`src/design/pfre_pkg.sv`:
```
`timescale 1ns / 1ps
`default_nettype none
// ----------------------------------------------------------------------------
// pfre_pkg
// types and constants shared by the page frame replacement engine
// ----------------------------------------------------------------------------
package pfre_pkg;

    localparam int unsigned FIDX_W = 6;
    localparam int unsigned CMD_W  = 2;
    localparam int unsigned POL_W  = 3;
    localparam int unsigned FIU_W  = 7;
    localparam int unsigned WORD_W = 32;
    localparam int unsigned CIDX_W = 8;
    localparam int unsigned TGT_W  = 8;

    localparam logic [CMD_W-1:0] CMD_ACCESS  = 2'd0;
    localparam logic [CMD_W-1:0] CMD_FAULT   = 2'd1;
    localparam logic [CMD_W-1:0] CMD_RELEASE = 2'd2;
    localparam logic [CMD_W-1:0] CMD_UNUSED  = 2'd3;

    localparam logic [POL_W-1:0] POL_FIFO   = 3'd0;
    localparam logic [POL_W-1:0] POL_RANDOM = 3'd1;
    localparam logic [POL_W-1:0] POL_CLOCK  = 3'd2;
    localparam logic [POL_W-1:0] POL_NRU    = 3'd3;
    localparam logic [POL_W-1:0] POL_AGING  = 3'd4;
    localparam logic [POL_W-1:0] POL_WS     = 3'd5;
    localparam logic [POL_W-1:0] POL_UNUSED = 3'd7;

    localparam logic [CIDX_W-1:0] REG_POLICY   = 8'd0;
    localparam logic [CIDX_W-1:0] REG_FRAMES   = 8'd1;
    localparam logic [CIDX_W-1:0] REG_WS_WIN   = 8'd2;
    localparam logic [CIDX_W-1:0] REG_NRU_INTV = 8'd3;

    localparam logic [POL_W-1:0]  RST_POLICY   = POL_FIFO;
    localparam logic [FIU_W-1:0]  RST_FRAMES   = 7'd4;
    localparam logic [WORD_W-1:0] RST_WS_WIN   = 32'd50;
    localparam logic [WORD_W-1:0] RST_NRU_INTV = 32'd50;

    localparam int unsigned MOD_STEPS = 32;

    typedef enum logic [1:0] {
        CELL_NONE,
        CELL_ACCESS,
        CELL_RELEASE,
        CELL_GRANT
    } cell_op_t;

    typedef struct packed {
        cell_op_t          op;
        logic              wr;
        logic              age_wr;
        logic [WORD_W-1:0] age_val;
        logic [WORD_W-1:0] now;
        logic              tok_load;
        logic              tok_shift;
        logic              tok_clr_ref;
        logic              ws_touch;
        logic              clr_ref_all;
        logic              age_all;
    } cell_ctrl_t;

    typedef enum logic [3:0] {
        ST_IDLE,
        ST_DISPATCH,
        ST_QREAD,
        ST_MOD,
        ST_AGE,
        ST_SCAN,
        ST_VICT,
        ST_GRANT,
        ST_FIN
    } state_t;

endpackage
`default_nettype wire

```
`src/design/pfre_mod.sv`:
```
`timescale 1ns / 1ps
`default_nettype none
// ----------------------------------------------------------------------------
// pfre_mod
// bit-serial remainder of a 32-bit value by the frame count
// ----------------------------------------------------------------------------
module pfre_mod #(
    parameter int unsigned NW = 7
) (
    input  wire                         clk,
    input  wire                         rst_n,
    input  wire                         start,
    input  wire  [pfre_pkg::WORD_W-1:0] dividend,
    input  wire  [NW-1:0]               divisor,
    output logic                        done,
    output logic [NW-1:0]               rem
);

    localparam int unsigned CW = $clog2(pfre_pkg::MOD_STEPS);

    logic                        busy_reg, busy_next;
    logic                        done_reg, done_next;
    logic [CW-1:0]               cnt_reg, cnt_next;
    logic [pfre_pkg::WORD_W-1:0] dvd_reg, dvd_next;
    logic [NW-1:0]               rem_reg, rem_next;
    logic [NW:0]                 trial;

    always_ff @(posedge clk or negedge rst_n)
    begin
        if (!rst_n)
        begin
            busy_reg <= 1'b0;
            done_reg <= 1'b0;
            cnt_reg  <= '0;
        end
        else
        begin
            busy_reg <= busy_next;
            done_reg <= done_next;
            cnt_reg  <= cnt_next;
        end
    end

    always_ff @(posedge clk)
    begin
        dvd_reg <= dvd_next;
        rem_reg <= rem_next;
    end

    always_comb
    begin
        busy_next = busy_reg;
        done_next = 1'b0;
        cnt_next  = cnt_reg;
        dvd_next  = dvd_reg;
        rem_next  = rem_reg;
        trial     = {rem_reg, dvd_reg[pfre_pkg::WORD_W-1]};
        if (trial >= {1'b0, divisor})
        begin
            trial = trial - {1'b0, divisor};
        end
        if (start)
        begin
            busy_next = 1'b1;
            cnt_next  = '0;
            dvd_next  = dividend;
            rem_next  = '0;
        end
        else if (busy_reg)
        begin
            rem_next = trial[NW-1:0];
            dvd_next = {dvd_reg[pfre_pkg::WORD_W-2:0], 1'b0};
            cnt_next = cnt_reg + 1'b1;
            if (cnt_reg == CW'(pfre_pkg::MOD_STEPS - 1))
            begin
                busy_next = 1'b0;
                done_next = 1'b1;
            end
        end
    end

    assign done = done_reg;
    assign rem  = rem_reg;

endmodule
`default_nettype wire

```
`config.mk`:
```
export PLATFORM = sky130hd
export DESIGN_NAME = pfre_mod
export DESIGN_NICKNAME = d
export VERILOG_FILES = /design/src/design/pfre_pkg.sv /design/src/design/pfre_mod.sv
export SDC_FILE = /design/constraint.sdc
export NUM_CORES = 1
export LEC_CHECK = 0
export BUFFER_PORTS_ARGS = -buffer_cell sky130_fd_sc_hd__clkbuf_2
export CAP_MARGIN = 20
export CORE_ASPECT_RATIO = 0.9
export CORE_UTILIZATION = 57
export CTS_CLUSTER_DIAMETER = 50
export DETAILED_ROUTE_END_ITERATION = 10
export HOLD_SLACK_MARGIN = 0.03
export PLACE_DENSITY = 0.94
export SLEW_MARGIN = 10
export SYNTH_ARGS = -nofsm -noshare
export SYNTH_HDL_FRONTEND = slang
export SYNTH_SLANG_ARGS = --single-unit
```
`constraint.sdc`:
```
create_clock -name clk -period 4.18 [get_ports clk]
set_clock_uncertainty 0.15 [all_clocks]
set_input_delay 1.254 -clock clk [delete_from_list [all_inputs] [get_ports clk]]
set_output_delay 1.254 -clock clk [all_outputs]
set_load 0.05 [all_outputs]
```
==> reports/metrics.csv, run 1 <==
metric,value,unit
dieArea,4500,um2
drtAntennaViolNets,0,
fin_crit,2810,ps
antenna_found_initial,0,
gp_congestion,0.794,
port_buffers,49,
wl_per_cell,15.4,um
cts_buffers,5,
final_area,2770,um2
yosys-top-cells-count,"edfxtp_1, mux2_2, nor2_1, inv_1, ha_1",
setup_viol,0,
die_h,63.7,um
die_x,70.6,um
required,4230,ps
cts_tree,yes,
tightest_slew,734,ps
dp_hpwl,2990,um
num_antenna_cells,0,
ys_seq_area_share,52.9,%
firstDrtPassIters,7,
boundaryPins,50,
ys_types,46,
min_period_over_period,67.3,%
synth.area.top_cells,"edfxtp_1, mux2_2, dfrtp_1",
start_util,59.2,%
cts_hold_buf,0,
drive_above_1_share,40.0,%
layout-area-overhead-vs-synth,14.8,%
synth-seq-cells,46,
seqPwrFrac,41.2,%
synthCells,192,
cts_sinks,46,
synth_fa_ha_area_share,5.50,%
final_hold_viol_count,0,
clockRootBuffer,clkbuf_8,
cp-startpoint,divisor[0],
synthArstFlopShare,15.2,%
nets,291,
synth_most_common_cell,edfxtp_1,
clockBufferDepth,2,
ir_drop,0.000255,V
hold_end,cnt_reg[4]$_DFFE_PN0P_,
path_class,input pin to register,
clk_latency,310,ps
fin_util,68.0,%
r2r-start,dvd_reg[31]$_DFFE_PP_,
htreeDepth,2,
synth.cell_area,2410,um2
fmax,355,MHz
synth_xor_area_share,2.18,%
yosys.area.top_type_share,39.8,%
placed_area,2660,um2
n_fill_cell,319,
slew_headroom,51.1,%
power.density,526,nW/um2
post_cts_buffers,0,
stdcell_count,288,
ff_latch_area,1280,um2
drt-vias-per-instance,5.71,
syn_avg_cell_area,12.6,um2
min_path_type,register to register,
synthMuxAreaShare,15.3,%
clockPowerShare,21.1,%
rsz0062_at_grt,false,
synth-compound-area-share,8.92,%
r2r_cells,8,
largest_reg_flops,32,
coreArea,4070,um2
power,1460,uW
yosys_warnings,0,
hp-start,cnt_reg[4]$_DFFE_PN0P_,
violations,DRC,
intPower,932,uW
grt-ovfl-total,0,
rrSetupSlack,1880,ps
dp_cells,280,
power_frac_comb,37.7,%
hold_path_depth,2,
status,"complete, but fails checks",
syn-num-nets,244,
synth_top_family_by_area,multiplexers,
synth_simple_gate_area_share,11.1,%
cp-end-kind,register,
rr_endpoint,rem[2]$_SDFFE_PP0P_,
grtUsageTotal,21.5,%
grt_max_degree,33,
routed_wl,4430,um
grt_pass1_vias,1527,
grt_pass1_wl,7090,um
drcViolationCount,6,
synthFlopType,edfxtp_1,
synth_top_area_cell,edfxtp_1,
clk_pin_slew_worst_paths,90,ps
vias,1644,
multiInputGateArea,1040,um2
drt_iter0_drc,139,
p_leak,0.00119,uW
crit_fanout,4,
maxSlewViolCount,0,
cap_violations,0,
fin_tns_setup,0,ps
fp-row-count,22,
synth_edf_count,32,
worstPathArrival,2870,ps
start_kind,input pin,
cts_resized,0,
switchingPower,525,uW
p_sw_share,36.0,%
==> cells by family (layout without fill, tap and decap cells) <==
logic type | Yosys count | after routing
XOR/XNOR | 6 | 6
adder cells (fa/ha/maj) | 10 | 10
buffers and inverters | 20 | 68
flip-flops | 46 | 46
AND/OR/NAND/NOR | 50 | 50
AO/OA/AOI/OAI | 27 | 27
multiplexers | 33 | 33
==> power by group through the flow <==
stage / Combinational [uW] / Clock (uW) / Sequential (uW)
CTS: 543 / 312 / 600
global route: 591 / 335 / 608
finish: 550 / 307 / 600
detailed placement: 541 / 0 / 609
floorplan: 339 / 0 / 694
global placement: 523 / 0 / 606
==> how the worst max path moves through the flow <==
| stage | cells after the start | endpoint |
|---|---|---|
| 2_1_floorplan | 7 | rem[2]$_SDFFE_PP0P_ |
| 3_3_place_gp | 8 | rem[2]$_SDFFE_PP0P_ |
| 3_5_place_dp | 8 | rem[2]$_SDFFE_PP0P_ |
| 4_1_cts | 8 | rem[2]$_SDFFE_PP0P_ |
| 5_1_grt | 8 | rem[2]$_SDFFE_PP0P_ |
| 6_report | 8 | rem[2]$_SDFFE_PP0P_ |
==> layer usage <==
metal | routed length, um | part of all wire, % | track usage (%) | vias to the layer above
met5 | 0 | 0 | 0 | -
met4 | 107 | 2.4 | 9.50 | 0
met3 | 200 | 4.5 | 7.68 | 13
met2 | 2180 | 49 | 33.9 | 53
met1 | 1950 | 44 | 26.9 | 771
li1 | - | - | - | 807
==> stage by stage <==
step / setup WS [ps] / hold slack [ps]
floorplan: 1330 / 343
global placement: 1200 / 361
detailed placement: 1070 / 375
CTS: 1410 / 401
global route: 1330 / 412
finish: 1370 / 391
==> cells in the final DEF, fill, tap and decap left out, drive strengths merged, types with 2 or more instances in the layout <==
master and count:
dfrtp 7, mux2 31, ha 9, edfxtp 32, clkbuf 56, nand4 2
xor2 2, a31oi 5, a211oi 2, o21ai 4, nor3b 7, nand2 8
and3 2, or2 2, a21o 3, nor2b 4, mux2i 2, a311oi 3
inv 10, o31ai 2, nor2 13, nand3 5, and2 2, xnor2 4
dfxtp 7
==> worst max-delay path, cell delays in order <==
cell,delay [ps]
clkbuf_2,80
ha_1,170
inv_1,60
fa_1,400
nand3_1,150
a31oi_1,130
or4_1,500
o311ai_1,130
==> cell type report <==
cell class	count	area share [%]
clock inverters	1	0.271
repair buffers	50	9.13
multi-input cells	126	37.5
inverters	10	1.36
well taps	48	2.17
clock buffers	7	3.52
flip-flops and latches	46	46.1
(Power assumes the default switching activity.)
==> run 2, diff against run 1 <==
ABC_AREA = 1   (was default)
CORE_UTILIZATION = 49   (was 57)
PLACE_DENSITY = 0.87   (was 0.94)
clock period = 2.3 ns   (was 4.18 ns; I/O delays follow)
==> reports/metrics.csv, run 2 <==
metric,value,unit
num_antenna_cells,0,
syn-num-nets,330,
clockBufferDepth,2,
worstPathArrival,2140,ps
synth.cell_area,2360,um2
seqPwrFrac,40.9,%
power_frac_comb,39.8,%
dp_hpwl,3460,um
rsz0062_at_grt,false,
drtAntennaViolNets,0,
synth.area.top_cells,"edfxtp_1, nand2_1, dfrtp_1",
fmax,478,MHz
path_class,register to register,
post_cts_buffers,0,
synthArstFlopShare,15.2,%
synth_edf_count,32,
grt_pass1_vias,1689,
start_kind,register,
dp_cells,389,
required,2350,ps
layout-area-overhead-vs-synth,19.3,%
nets,386,
fp-row-count,23,
maxSlewViolCount,0,
intPower,1600,uW
p_sw_share,39.6,%
fin_tns_setup,0,ps
fin_crit,2090,ps
gp_congestion,0.858,
grtUsageTotal,18.8,%
grt-ovfl-total,0,
final_hold_viol_count,0,
cp-end-kind,register,
ys_seq_area_share,54.2,%
slew_headroom,75.2,%
min_period_over_period,91.0,%
stdcell_count,397,
synth-seq-cells,46,
die_x,75.1,um
tightest_slew,371,ps
boundaryPins,50,
clk_pin_slew_worst_paths,80,ps
synth_most_common_cell,nand2_1,
vias,1895,
drt_iter0_drc,137,
cts_hold_buf,0,
status,finished clean,
rrSetupSlack,210,ps
synthCells,278,
p_leak,0.00150,uW
r2r-start,dvd_reg[31]$_DFFE_PP_,
largest_reg_flops,32,
port_buffers,49,
htreeDepth,2,
grt_max_degree,33,
synthFlopType,edfxtp_1,
crit_fanout,8,
switchingPower,1050,uW
grt_pass1_wl,7070,um
yosys.area.top_type_share,40.8,%
clockPowerShare,19.3,%
min_path_type,input pin to asynchronous set/reset pin,
cts_sinks,46,
antenna_found_initial,0,
rr_endpoint,rem[5]$_SDFFE_PP0P_,
wl_per_cell,11.8,um
setup_viol,0,
clockRootBuffer,clkbuf_8,
synth_top_area_cell,edfxtp_1,
power,2650,uW
yosys_warnings,0,
r2r_cells,14,
firstDrtPassIters,6,
power.density,943,nW/um2
routed_wl,4670,um
drt-vias-per-instance,4.77,
cts_resized,0,
dieArea,5090,um2
layout_common_cells,"nand2_1, clkbuf_2, inv_1, edfxtp_1, nand3_1",
ys_types,29,
die_h,67.8,um
drcViolationCount,0,
coreArea,4550,um2
yosys-top-cells-count,"nand2_1, inv_1, edfxtp_1, nand3_1, ha_1",
clk_latency,300,ps
mostFrequentLayoutCell,nand2_1,
cts_tree,yes,
hold-worst-slack,61.5,ps
cts_buffers,5,
drive_above_1_share,21.2,%
ir_drop,0.000667,V
cap_violations,0,
syn_avg_cell_area,8.47,um2
start_util,51.8,%
-- run 2: worst max-delay path, stage by stage, from the launching register on --
cell,delay [ps]
edfxtp_1,380
inv_1,100
ha_1,170
inv_1,70
fa_1,390
nand2_1,70
nand2_1,80
nand2_2,90
nand2_2,70
nand2_4,110
nand3_1,100
nand2_1,80
inv_1,40
nand2_1,50
nand2_1,40
-- run 2: cells by family (layout without fill, tap and decap cells) --
family	count (synthesis)	count (layout)	share of synthesized area [%]
XOR/XNOR	2	2	0.744
adder cells (fa/ha/maj)	10	10	5.63
AND/OR/NAND/NOR	168	168	29.8
buffers and inverters	40	97	6.43
flip-flops	46	46	54.2
AO/OA/AOI/OAI	12	12	3.24
-- run 2: power by group through the flow --
stage | Clock (uW) | Combinational [uW] | Sequential (uW)
2_1_floorplan | 0 | 622 | 1270
3_3_place_gp | 0 | 995 | 1100
3_5_place_dp | 0 | 1040 | 1100
4_1_cts | 524 | 1050 | 1080
5_1_grt | 557 | 1150 | 1100
6_report | 512 | 1050 | 1080
-- run 2: layout make-up --
| class | count | area, um2 |
|---|---|---|
| clock buffers | 6 | 82.6 |
| clock inverters | 2 | 12.5 |
| fillers | 396 | 1740 |
| inverters | 33 | 124 |
| multi-input cells | 192 | 928 |
| flip-flops and latches | 46 | 1280 |
| well taps | 62 | 77.6 |
| repair buffers | 56 | 310 |
-- run 2: how the worst max path moves through the flow --
stage / from / end / slack [ps] / cells after the start
detailed placement: divisor[0] / rem[5]$_SDFFE_PP0P_ / -60 / 14
floorplan: divisor[0] / rem[0]$_SDFFE_PP0P_ / 170 / 11
global route: dvd_reg[31]$_DFFE_PP_ / rem[5]$_SDFFE_PP0P_ / 90 / 14
CTS: dvd_reg[31]$_DFFE_PP_ / rem[5]$_SDFFE_PP0P_ / 220 / 14
global placement: divisor[0] / rem[6]$_SDFFE_PP0P_ / 50 / 14
finish: dvd_reg[31]$_DFFE_PP_ / rem[5]$_SDFFE_PP0P_ / 210 / 14
-- run 2: metrics by stage --
| stage | setup WS (ps) | utilization [%] | cell area, um2 |
|---|---|---|---|
| after global routing | 90.9 | 61.8 | 2810 |
| after detailed placement | -58.4 | 59.7 | 2720 |
| after CTS | 220 | 61.8 | 2810 |
| after global placement | 53.3 | 59.7 | 2720 |
| final | 207 | 61.8 | 2810 |
| after floorplan | 167 | - | 2360 |
-- run 2: routing by layer --
metal / GRT usage (%) / vias up / share of wire [%]
met5: 0 / - / 0
met4: 4.48 / 0 / 0.84
met3: 5.67 / 5 / 4.0
met2: 32.1 / 47 / 48
met1: 23.5 / 853 / 47
li1: - / 990 / -
