[src/design/pfre_pkg.sv]
`timescale 1ns / 1ps
`default_nettype none
// ----------------------------------------------------------------------------
// pfre_pkg
// types and constants shared by the page frame replacement engine
// ----------------------------------------------------------------------------
package pfre_pkg;

    localparam int unsigned FIDX_W = 6;
    localparam int unsigned CMD_W  = 2;
    localparam int unsigned POL_W  = 3;
    localparam int unsigned FIU_W  = 7;
    localparam int unsigned WORD_W = 32;
    localparam int unsigned CIDX_W = 8;
    localparam int unsigned TGT_W  = 8;

    localparam logic [CMD_W-1:0] CMD_ACCESS  = 2'd0;
    localparam logic [CMD_W-1:0] CMD_FAULT   = 2'd1;
    localparam logic [CMD_W-1:0] CMD_RELEASE = 2'd2;
    localparam logic [CMD_W-1:0] CMD_UNUSED  = 2'd3;

    localparam logic [POL_W-1:0] POL_FIFO   = 3'd0;
    localparam logic [POL_W-1:0] POL_RANDOM = 3'd1;
    localparam logic [POL_W-1:0] POL_CLOCK  = 3'd2;
    localparam logic [POL_W-1:0] POL_NRU    = 3'd3;
    localparam logic [POL_W-1:0] POL_AGING  = 3'd4;
    localparam logic [POL_W-1:0] POL_WS     = 3'd5;
    localparam logic [POL_W-1:0] POL_UNUSED = 3'd7;

    localparam logic [CIDX_W-1:0] REG_POLICY   = 8'd0;
    localparam logic [CIDX_W-1:0] REG_FRAMES   = 8'd1;
    localparam logic [CIDX_W-1:0] REG_WS_WIN   = 8'd2;
    localparam logic [CIDX_W-1:0] REG_NRU_INTV = 8'd3;

    localparam logic [POL_W-1:0]  RST_POLICY   = POL_FIFO;
    localparam logic [FIU_W-1:0]  RST_FRAMES   = 7'd4;
    localparam logic [WORD_W-1:0] RST_WS_WIN   = 32'd50;
    localparam logic [WORD_W-1:0] RST_NRU_INTV = 32'd50;

    localparam int unsigned MOD_STEPS = 32;

    typedef enum logic [1:0] {
        CELL_NONE,
        CELL_ACCESS,
        CELL_RELEASE,
        CELL_GRANT
    } cell_op_t;

    typedef struct packed {
        cell_op_t          op;
        logic              wr;
        logic              age_wr;
        logic [WORD_W-1:0] age_val;
        logic [WORD_W-1:0] now;
        logic              tok_load;
        logic              tok_shift;
        logic              tok_clr_ref;
        logic              ws_touch;
        logic              clr_ref_all;
        logic              age_all;
    } cell_ctrl_t;

    typedef enum logic [3:0] {
        ST_IDLE,
        ST_DISPATCH,
        ST_QREAD,
        ST_MOD,
        ST_AGE,
        ST_SCAN,
        ST_VICT,
        ST_GRANT,
        ST_FIN
    } state_t;

endpackage
`default_nettype wire

[src/design/pfre_cell.sv]
`timescale 1ns / 1ps
`default_nettype none
// ----------------------------------------------------------------------------
// pfre_cell
// one frame: referenced and dirty bits, age or last use, and the scan token
// ----------------------------------------------------------------------------
module pfre_cell (
    input  wire                        clk,
    input  wire                        rst_n,
    input  wire pfre_pkg::cell_ctrl_t  ctrl,
    input  wire                        sel,
    input  wire                        live,
    input  wire                        start,
    input  wire                        tok_in,
    output logic                       tok,
    output logic                       ref_bit,
    output logic                       dirty_bit,
    output logic [pfre_pkg::WORD_W-1:0] age
);

    logic                        ref_reg, ref_next;
    logic                        dirty_reg, dirty_next;
    logic [pfre_pkg::WORD_W-1:0] age_reg, age_next;
    logic                        tok_reg, tok_next;

    always_ff @(posedge clk or negedge rst_n)
    begin
        if (!rst_n)
        begin
            ref_reg   <= 1'b0;
            dirty_reg <= 1'b0;
            age_reg   <= '0;
            tok_reg   <= 1'b0;
        end
        else
        begin
            ref_reg   <= ref_next;
            dirty_reg <= dirty_next;
            age_reg   <= age_next;
            tok_reg   <= tok_next;
        end
    end

    always_comb
    begin
        ref_next   = ref_reg;
        dirty_next = dirty_reg;
        age_next   = age_reg;
        tok_next   = tok_reg;
        if (ctrl.clr_ref_all && live)
        begin
            ref_next = 1'b0;
        end
        if (ctrl.age_all && live)
        begin
            age_next = {ref_reg, age_reg[pfre_pkg::WORD_W-1:1]};
            ref_next = 1'b0;
        end
        if (tok_reg && ctrl.tok_clr_ref)
        begin
            ref_next = 1'b0;
        end
        if (tok_reg && ctrl.ws_touch && ref_reg)
        begin
            age_next = ctrl.now;
            ref_next = 1'b0;
        end
        if (sel)
        begin
            case (ctrl.op)
                pfre_pkg::CELL_ACCESS:
                begin
                    ref_next = 1'b1;
                    if (ctrl.wr)
                    begin
                        dirty_next = 1'b1;
                    end
                end
                pfre_pkg::CELL_RELEASE:
                begin
                    ref_next   = 1'b0;
                    dirty_next = 1'b0;
                end
                pfre_pkg::CELL_GRANT:
                begin
                    ref_next   = 1'b1;
                    dirty_next = ctrl.wr;
                    if (ctrl.age_wr)
                    begin
                        age_next = ctrl.age_val;
                    end
                end
                default:
                begin
                end
            endcase
        end
        if (ctrl.tok_load)
        begin
            tok_next = start;
        end
        else if (ctrl.tok_shift)
        begin
            tok_next = tok_in;
        end
    end

    assign tok       = tok_reg;
    assign ref_bit   = ref_reg;
    assign dirty_bit = dirty_reg;
    assign age       = age_reg;

endmodule
`default_nettype wire

[config.mk]
export PLATFORM = sky130hd
export DESIGN_NAME = pfre_cell
export DESIGN_NICKNAME = d
export VERILOG_FILES = /design/src/design/pfre_pkg.sv /design/src/design/pfre_cell.sv
export SDC_FILE = /design/constraint.sdc
export NUM_CORES = 1
export LEC_CHECK = 0
export ABC_CLOCK_PERIOD_IN_PS = 2170
export BUFFER_PORTS_ARGS = -buffer_cell sky130_fd_sc_hd__buf_2
export CAP_MARGIN = 20
export CORE_MARGIN = 8
export CORE_UTILIZATION = 45
export CTS_CLUSTER_SIZE = 8
export DETAILED_ROUTE_END_ITERATION = 8
export GPL_ROUTABILITY_DRIVEN = 0
export PLACE_DENSITY = 0.81
export REMOVE_ABC_BUFFERS = 1
export SLEW_MARGIN = 25
export SYNTH_ARGS = -nofsm -noshare
export SYNTH_HDL_FRONTEND = slang
export SYNTH_SLANG_ARGS = --single-unit
[constraint.sdc]
create_clock -name clk -period 2.17 [get_ports clk]
set_input_delay 0.5425 -clock clk [delete_from_list [all_inputs] [get_ports clk]]
set_output_delay 0.5425 -clock clk [all_outputs]
set_load 0.01 [all_outputs]
==> summary by stage, run 1 <==
Floorplanning
Measured along the y axis, the die boundary spans 84.5 um. The I/O pin count is 115. The core region is 4630 um2. The overall die width is 84.5 um. The floorplan die area is 7140 um2. The initial utilization of the core area, before any placement, comes to 0.456. The initialized floorplan defines 25 standard-cell rows.

Clocking
Clock-pin slew was measured on the worst setup and hold paths at 0.07 ns. The later pin in the worst-skew pair is clocked with a latency of 0.28 ns. The TritonCTS clock tree is built. In this run, post-CTS repair resized a total of 0 instances. In this run, CTS created clock tree buffers numbering 5. After clock tree synthesis, the flow added hold-fix buffers numbering 0. No sink is reached through more buffers than the 2 on the longest clock path. After clock tree synthesis, the setup repair step added 0 buffers. CTS saw 35 sinks. The buffer cell driving the clock tree root is clkbuf_8. The maximum level of the CTS H-tree is 2.

Timing
The measured slew at the worst slew-check pin is 0.781 ns. Adding up every negative setup slack in the final design gives 0 ns. The max-slew violation count is 0.

The worst pin sits at a relative slew slack of 0.479. Setup violations remaining at the end of the flow were counted as 0. Setup repair after global routing left no endpoint under its margin. The clock period could shrink to 1.39 ns. The final hold violation count is 0.

The post-route clock skew is 0.00401 ns. Based on the critical path, the design can be clocked at up to 717 MHz. The final worst-path cycle share is 0.642.

The tightest hold path in the finished design has a slack of 0.336 ns.

Critical path
The signal on the critical path passes through buf_2. The count of cells along the worst register-to-register path is 3. Counting both buffers and inverters, the worst setup path holds a total of 1. The capture point of the worst reg-to-reg path is age[8]. Tracing the worst setup path back leads to its startpoint at age[28]. The data required time of the critical path is 1.63 ns. The slack of the worst reg-to-reg path is 0.84 ns. STA classifies the critical path endpoint as a primary output. The kind of cell with the highest combined delay along the critical path is flip-flops. The destination of the critical timing path is age[28]. The largest incremental delay on the critical path is 0.42 ns. Data arrives at the worst endpoint at 0.85 ns. The largest fanout on the critical path is 3. The startpoint of the lowest-slack register-to-register path is tok. The slowest cell on the critical path is dfrtp_1. STA classifies the critical path startpoint as a flop.

The worst setup path is of the reg -> out kind. The critical path depth is 1.

Finish
The multi-input gate area in the final layout is 1100 um2. The most common library cell in the layout ignoring fill and taps is buf_2. The relative area change from synthesis to final layout is 30.5%. The count of fill cells added during filler insertion is 412. The final layout contains 386 nets. The number of antenna diodes in the final layout is 0. The fraction of final layout cells with drive strength greater than 1 is 0.524. The register with the most flip-flops in the layout has 32 of them. The design area is 2760 um2. The sequential cells in the finished layout cover a total of 876 um2. The top cell types in the final layout, fill and taps aside, are buf_2, dfrtp_1, mux2i_1.

Placed design
The instance area after placement is 2660 um2. The post-DP HPWL is 4.34 mm. During placement, the flow inserted port buffers numbering 114.

Min path
In this run the worst hold path is classified as in -> async.

Drt
The detailed router placed 1,936 vias in this run. In the routed design, unresolved DRC markers number 0. For this run, the detailed router's first-pass iteration total came to 4.

Summed over all layers, the routed wires come to 5.84 mm. The iteration-0 DRC count of the detailed router is 82. The wire length per cell is 16.2 um. In the routed layout, each cell is associated on average with a via count of 5.36. The count of nets left with antenna violations once routing finished came out at 0.

Yosys
In this run, distinct cell masters in the synthesized netlist total 23. The part of the Yosys area used for sequential elements is 0.415. The top flip-flop cell by instance count after synthesis is dfrtp_1. The mapped netlist covers 2110 um2.

A synthesized cell averages 10.8 um2. In the synthesized netlist, the number of instances is 196. After synthesis the netlist holds a flip-flop and latch count of 35. The proportion of synthesized flip-flops having asynchronous set or reset is 1.00. The Yosys step of the flow raised 0 warnings.

Yosys mapped a number of flops with a built-in enable equal to 0.

GRT
For this run, the total global-route usage over all layers was measured as 0.167. The number of antenna violations at the first check in global routing is 0. The pin count of the biggest net entering global routing is 36.

The aggregate global routing overflow is 0. The first global-routing pass estimated 9.89 mm of wire. The number of global-route vias before repair is 2,205.

Job
The tool flagged a number of max-cap violations equal to 0.

Power and ir drop
The highest ir drop seen on vdd is 425 uV. Summed over all cells, the static leakage comes to 1.39 nW. Power spread over the standard cell area amounts to 904 nW/um2.

Status
The run finished with clean final reports.
-- per-stage QoR --
step	utilization	power [mW]	setup slack, ns	cells
2_1_floorplan	-	1.59	0.232	179
3_3_place_gp	0.574	1.99	0.598	353
5_1_grt	0.595	2.67	0.711	361
3_5_place_dp	0.574	2.01	0.540	353
4_1_cts	0.595	2.53	0.766	361
6_report	0.595	2.49	0.776	361
-- worst min path at each step --
stage	from	end	slack (ns)
floorplan	rst_n	age[0]	0.25
global placement	dirty_bit	dirty_bit	0.47
detailed placement	dirty_bit	dirty_bit	0.49
CTS	rst_n	tok	0.36
global route	rst_n	tok	0.40
finish	rst_n	tok	0.34
-- synthesized netlist by cell type (3+ instances only) --
library cell / count / area share
dfrtp_1: 35 / 0.41
nor2_1: 31 / 0.055
buf_2: 8 / 0.019
nor3_1: 31 / 0.073
buf_12: 3 / 0.028
o21ai_0: 4 / 0.0095
a211oi_2: 31 / 0.18
nand2_1: 5 / 0.0089
clkbuf_1: 3 / 0.0053
mux2i_1: 32 / 0.15
-- power by group --
group	total, mW	switching (mW)	internal [mW]
clock	0.510	0.221	0.290
sequential	1.04	0.169	0.871
combinational	0.941	0.443	0.498
-- cells by family (layout without fill, tap and decap cells) --
kind of cell           after synthesis  in the layout  synth area share
and+or+nand+nor                     73             73             0.160
AOI/OAI and AO/OA                   39             39             0.208
DFF                                 35             35             0.415
muxes                               32             32             0.152
buffers and inverters               17            128            0.0658
-- area by class of cell --
cell class                      count  share of cell area
Sequential cell                    35               0.318
Timing Repair Buffer              120               0.223
Tap cell                           54              0.0245
Multi-Input combinational cell    144               0.398
Clock buffer                        8              0.0363
-- metal layers --
layer  up-vias  part of all wire  GRT usage
li1        936                 -          -
met1       922              0.41      0.179
met2        65              0.51      0.295
met3        13             0.065     0.0624
met4         0             0.019     0.0550
met5         -                 0          0
Note: power is estimated with default switching activity, not from simulation.
==> inputs of run 2 (changes only) <==
Settings changed: ABC_CLOCK_PERIOD_IN_PS 2170 to 1440.
Clock period 2.17 ns to 1.44 ns, I/O delays scaled along.
==> run 2 against run 1 <==
Effect of this change:
- via count grew 0.67%
- count of clock-buffer cells in the layout is the same
- first-iteration DRC count shrank 1.2%
- global-route usage is essentially flat
- die area is the same
- wire length grew 1.1%
- largest cell class unchanged
==> summary by stage, run 2 (same netlist as run 1, synthesis figures left out) <==
Drt
The number of search-and-repair iterations in the first detailed-routing pass was 4 (unchanged). The via count is 1,949 (+0.67%). The per-cell via count in the routed design is 5.34 (-0.43%). The wire length per cell came to 16.2 um (about the same). The iteration-0 DRC count of the detailed router was 81 (-1.2%).

The routed wire length is 5.90 mm (+1.1%). The remaining design rule violation count is 0 (unchanged). The number of antenna-violating nets in the routed design is 0 (unchanged).

Critical path
The slack of the worst reg-to-reg path is 0.22 ns (-0.62 ns). The worst path arrival time is 1.37 ns (+0.52 ns). The data required time of the critical path is 1.60 ns (-0.03 ns). Traced cell by cell, the critical path runs through nand3_1 -> buf_4 -> nor3_1 -> a211oi_2.

For this design, the slowest cell found on the critical path is dfrtp_1. The largest incremental delay on the critical path was 0.40 ns (-0.02 ns). The launching element type of the critical path is a flop. The worst setup path is captured at a flop. The largest fanout on the critical path came to 17 (+14). The critical path in this run is classified as reg -> reg.

GRT
The global-route total usage across every layer was 0.167 (about the same). The first-pass GRT wire length is 9.86 mm (-0.34%). The aggregate global routing overflow came to 0 (unchanged). The number of antenna violations at the first check in global routing is 0 (unchanged).

The number of global-route vias before repair came to 2,208 (+0.14%). The pin count of the biggest net entering global routing came to 33 (-8.3%).

Timing
The final hold violation count is 0 (unchanged). The clock period minus worst slack is 1.22 ns. The post-route clock skew was 0.00654 ns (+0.00254 ns). The final worst-path cycle share is 0.845. The max-slew violation count is 0 (unchanged). The measured slew at the worst slew-check pin was 0.449 ns (-0.332 ns).

The setup TNS after final layout is 0 ns (unchanged). The smallest hold slack was 0.0142 ns (-0.321 ns). Setup repair after global routing left no endpoint under its margin. The normalized max-slew margin came to 0.701 (+0.221). The highest clock rate is 822 MHz.

The final number of setup-violating endpoints came to 0 (unchanged).

Finish
The design area was 2860 um2 (+3.8%). The number of flip-flops in the largest register is 32 (unchanged). The diode insertion count for antenna repair came to 0 (unchanged). The final core area utilization was 0.618 (+0.0227). The fraction of final layout cells with drive strength greater than 1 is 0.531 (+0.00612).

The relative area change from synthesis to final layout is 35.5%. The library cell used most frequently in the layout, excluding fill and tap cells, is buf_2. The library cells used most frequently in the layout, excluding fill and tap cells, are buf_2, dfrtp_1, mux2i_1. The number of nets in the layout came to 390 (+1.0%).

Clocking
The clock network latency to the later pin of the worst-skew pair is 0.28 ns (about the same). The tree is rooted in a clkbuf_8. The number of clock sinks seen by CTS was 35 (unchanged). The hold-fix buffer count after cts is 0 (unchanged). TritonCTS built the clock tree. The total CTS buffers is 5 (unchanged). The maximum level of the CTS H-tree was 2 (unchanged). The total of cells resized after clock tree synthesis is 0 (unchanged).

The clock-pin slew on the worst setup and hold paths is 0.07 ns (about the same). The maximum root-to-sink buffer count is 2 (unchanged). The number of setup buffers added after CTS is 0 (unchanged).

Floorplanning
The y dimension of the die was 84.5 um (unchanged). The initial cell density of the core is 0.456 (unchanged). The I/O pin count is 115 (unchanged). The overall die width is 84.5 um (unchanged). The number of placement rows is 25 (unchanged). The area of the placeable core came to 4630 um2 (unchanged). The floorplan die area was 7140 um2 (unchanged).

Min path
The tightest min-delay check is of the in -> async type.

Placed design
The instance area after placement came to 2760 um2 (+4.0%). The post-DP HPWL came to 4.63 mm (+6.7%). The number of buffer cells added on primary ports is 114 (unchanged).

Power and ir drop
The leakage dissipation is 1.44 nW (+3.7%). The highest ir drop seen on vdd is 719 uV (+69%). The power per cell area is 1330 nW/um2 (+47%).

Status
The run finished with clean final reports.

Job
The number of max-capacitance violations reported is 0 (unchanged).
[run 2: area by class of cell]
| class | count | area [um2] |
|---|---|---|
| fillers | 392 | 1770 |
| clock buffers | 8 | 100 |
| repair buffers | 124 | 721 |
| flip-flops and latches | 35 | 876 |
| multi-input cells | 144 | 1100 |
| well taps | 54 | 67.6 |
[run 2: metal layers]
| metal | part of all wire | track usage | vias up |
|---|---|---|---|
| met4 | 0.019 | 0.0647 | 0 |
| met5 | 0 | 0 | - |
| met2 | 0.51 | 0.303 | 67 |
| met3 | 0.077 | 0.0654 | 11 |
| met1 | 0.39 | 0.168 | 915 |
| li1 | - | - | 956 |
[run 2: path summary, 6_finish.rpt]
kind                       cells after the start         to       from
setup / recovery                               4    age[11]        tok
hold / removal                                 1        tok      rst_n
min in group clk                               2        tok    ctrl[5]
setup reg to reg                               4    age[11]        tok
hold reg to reg                                1  dirty_bit  dirty_bit
max in group asynchronous                      2    age[14]      rst_n
[run 2: power breakdown]
| group | leakage [nW] | total [mW] | switching [mW] | internal (mW) |
|---|---|---|---|---|
| Clock | 0.0515 | 0.775 | 0.338 | 0.437 |
| Sequential | 0.391 | 1.56 | 0.251 | 1.31 |
| Combinational | 0.996 | 1.46 | 0.680 | 0.781 |
[run 2: per-stage QoR]
step | power, mW | std cells | setup slack, ns
3_5_place_dp | 3.07 | 357 | 0.117
5_1_grt | 4.06 | 365 | 0.102
3_3_place_gp | 3.02 | 357 | 0.155
4_1_cts | 3.86 | 365 | 0.209
6_report | 3.80 | 365 | 0.223
2_1_floorplan | 2.40 | 179 | -0.448
[run 2: worst max-delay path: cells and delay by family (launching register included)]
family / cells / cell delay, ns
flip-flops: 1 / 0.40
AND/OR/NAND/NOR: 2 / 0.39
buffers and inverters: 1 / 0.22
AO/OA/AOI/OAI: 1 / 0.07
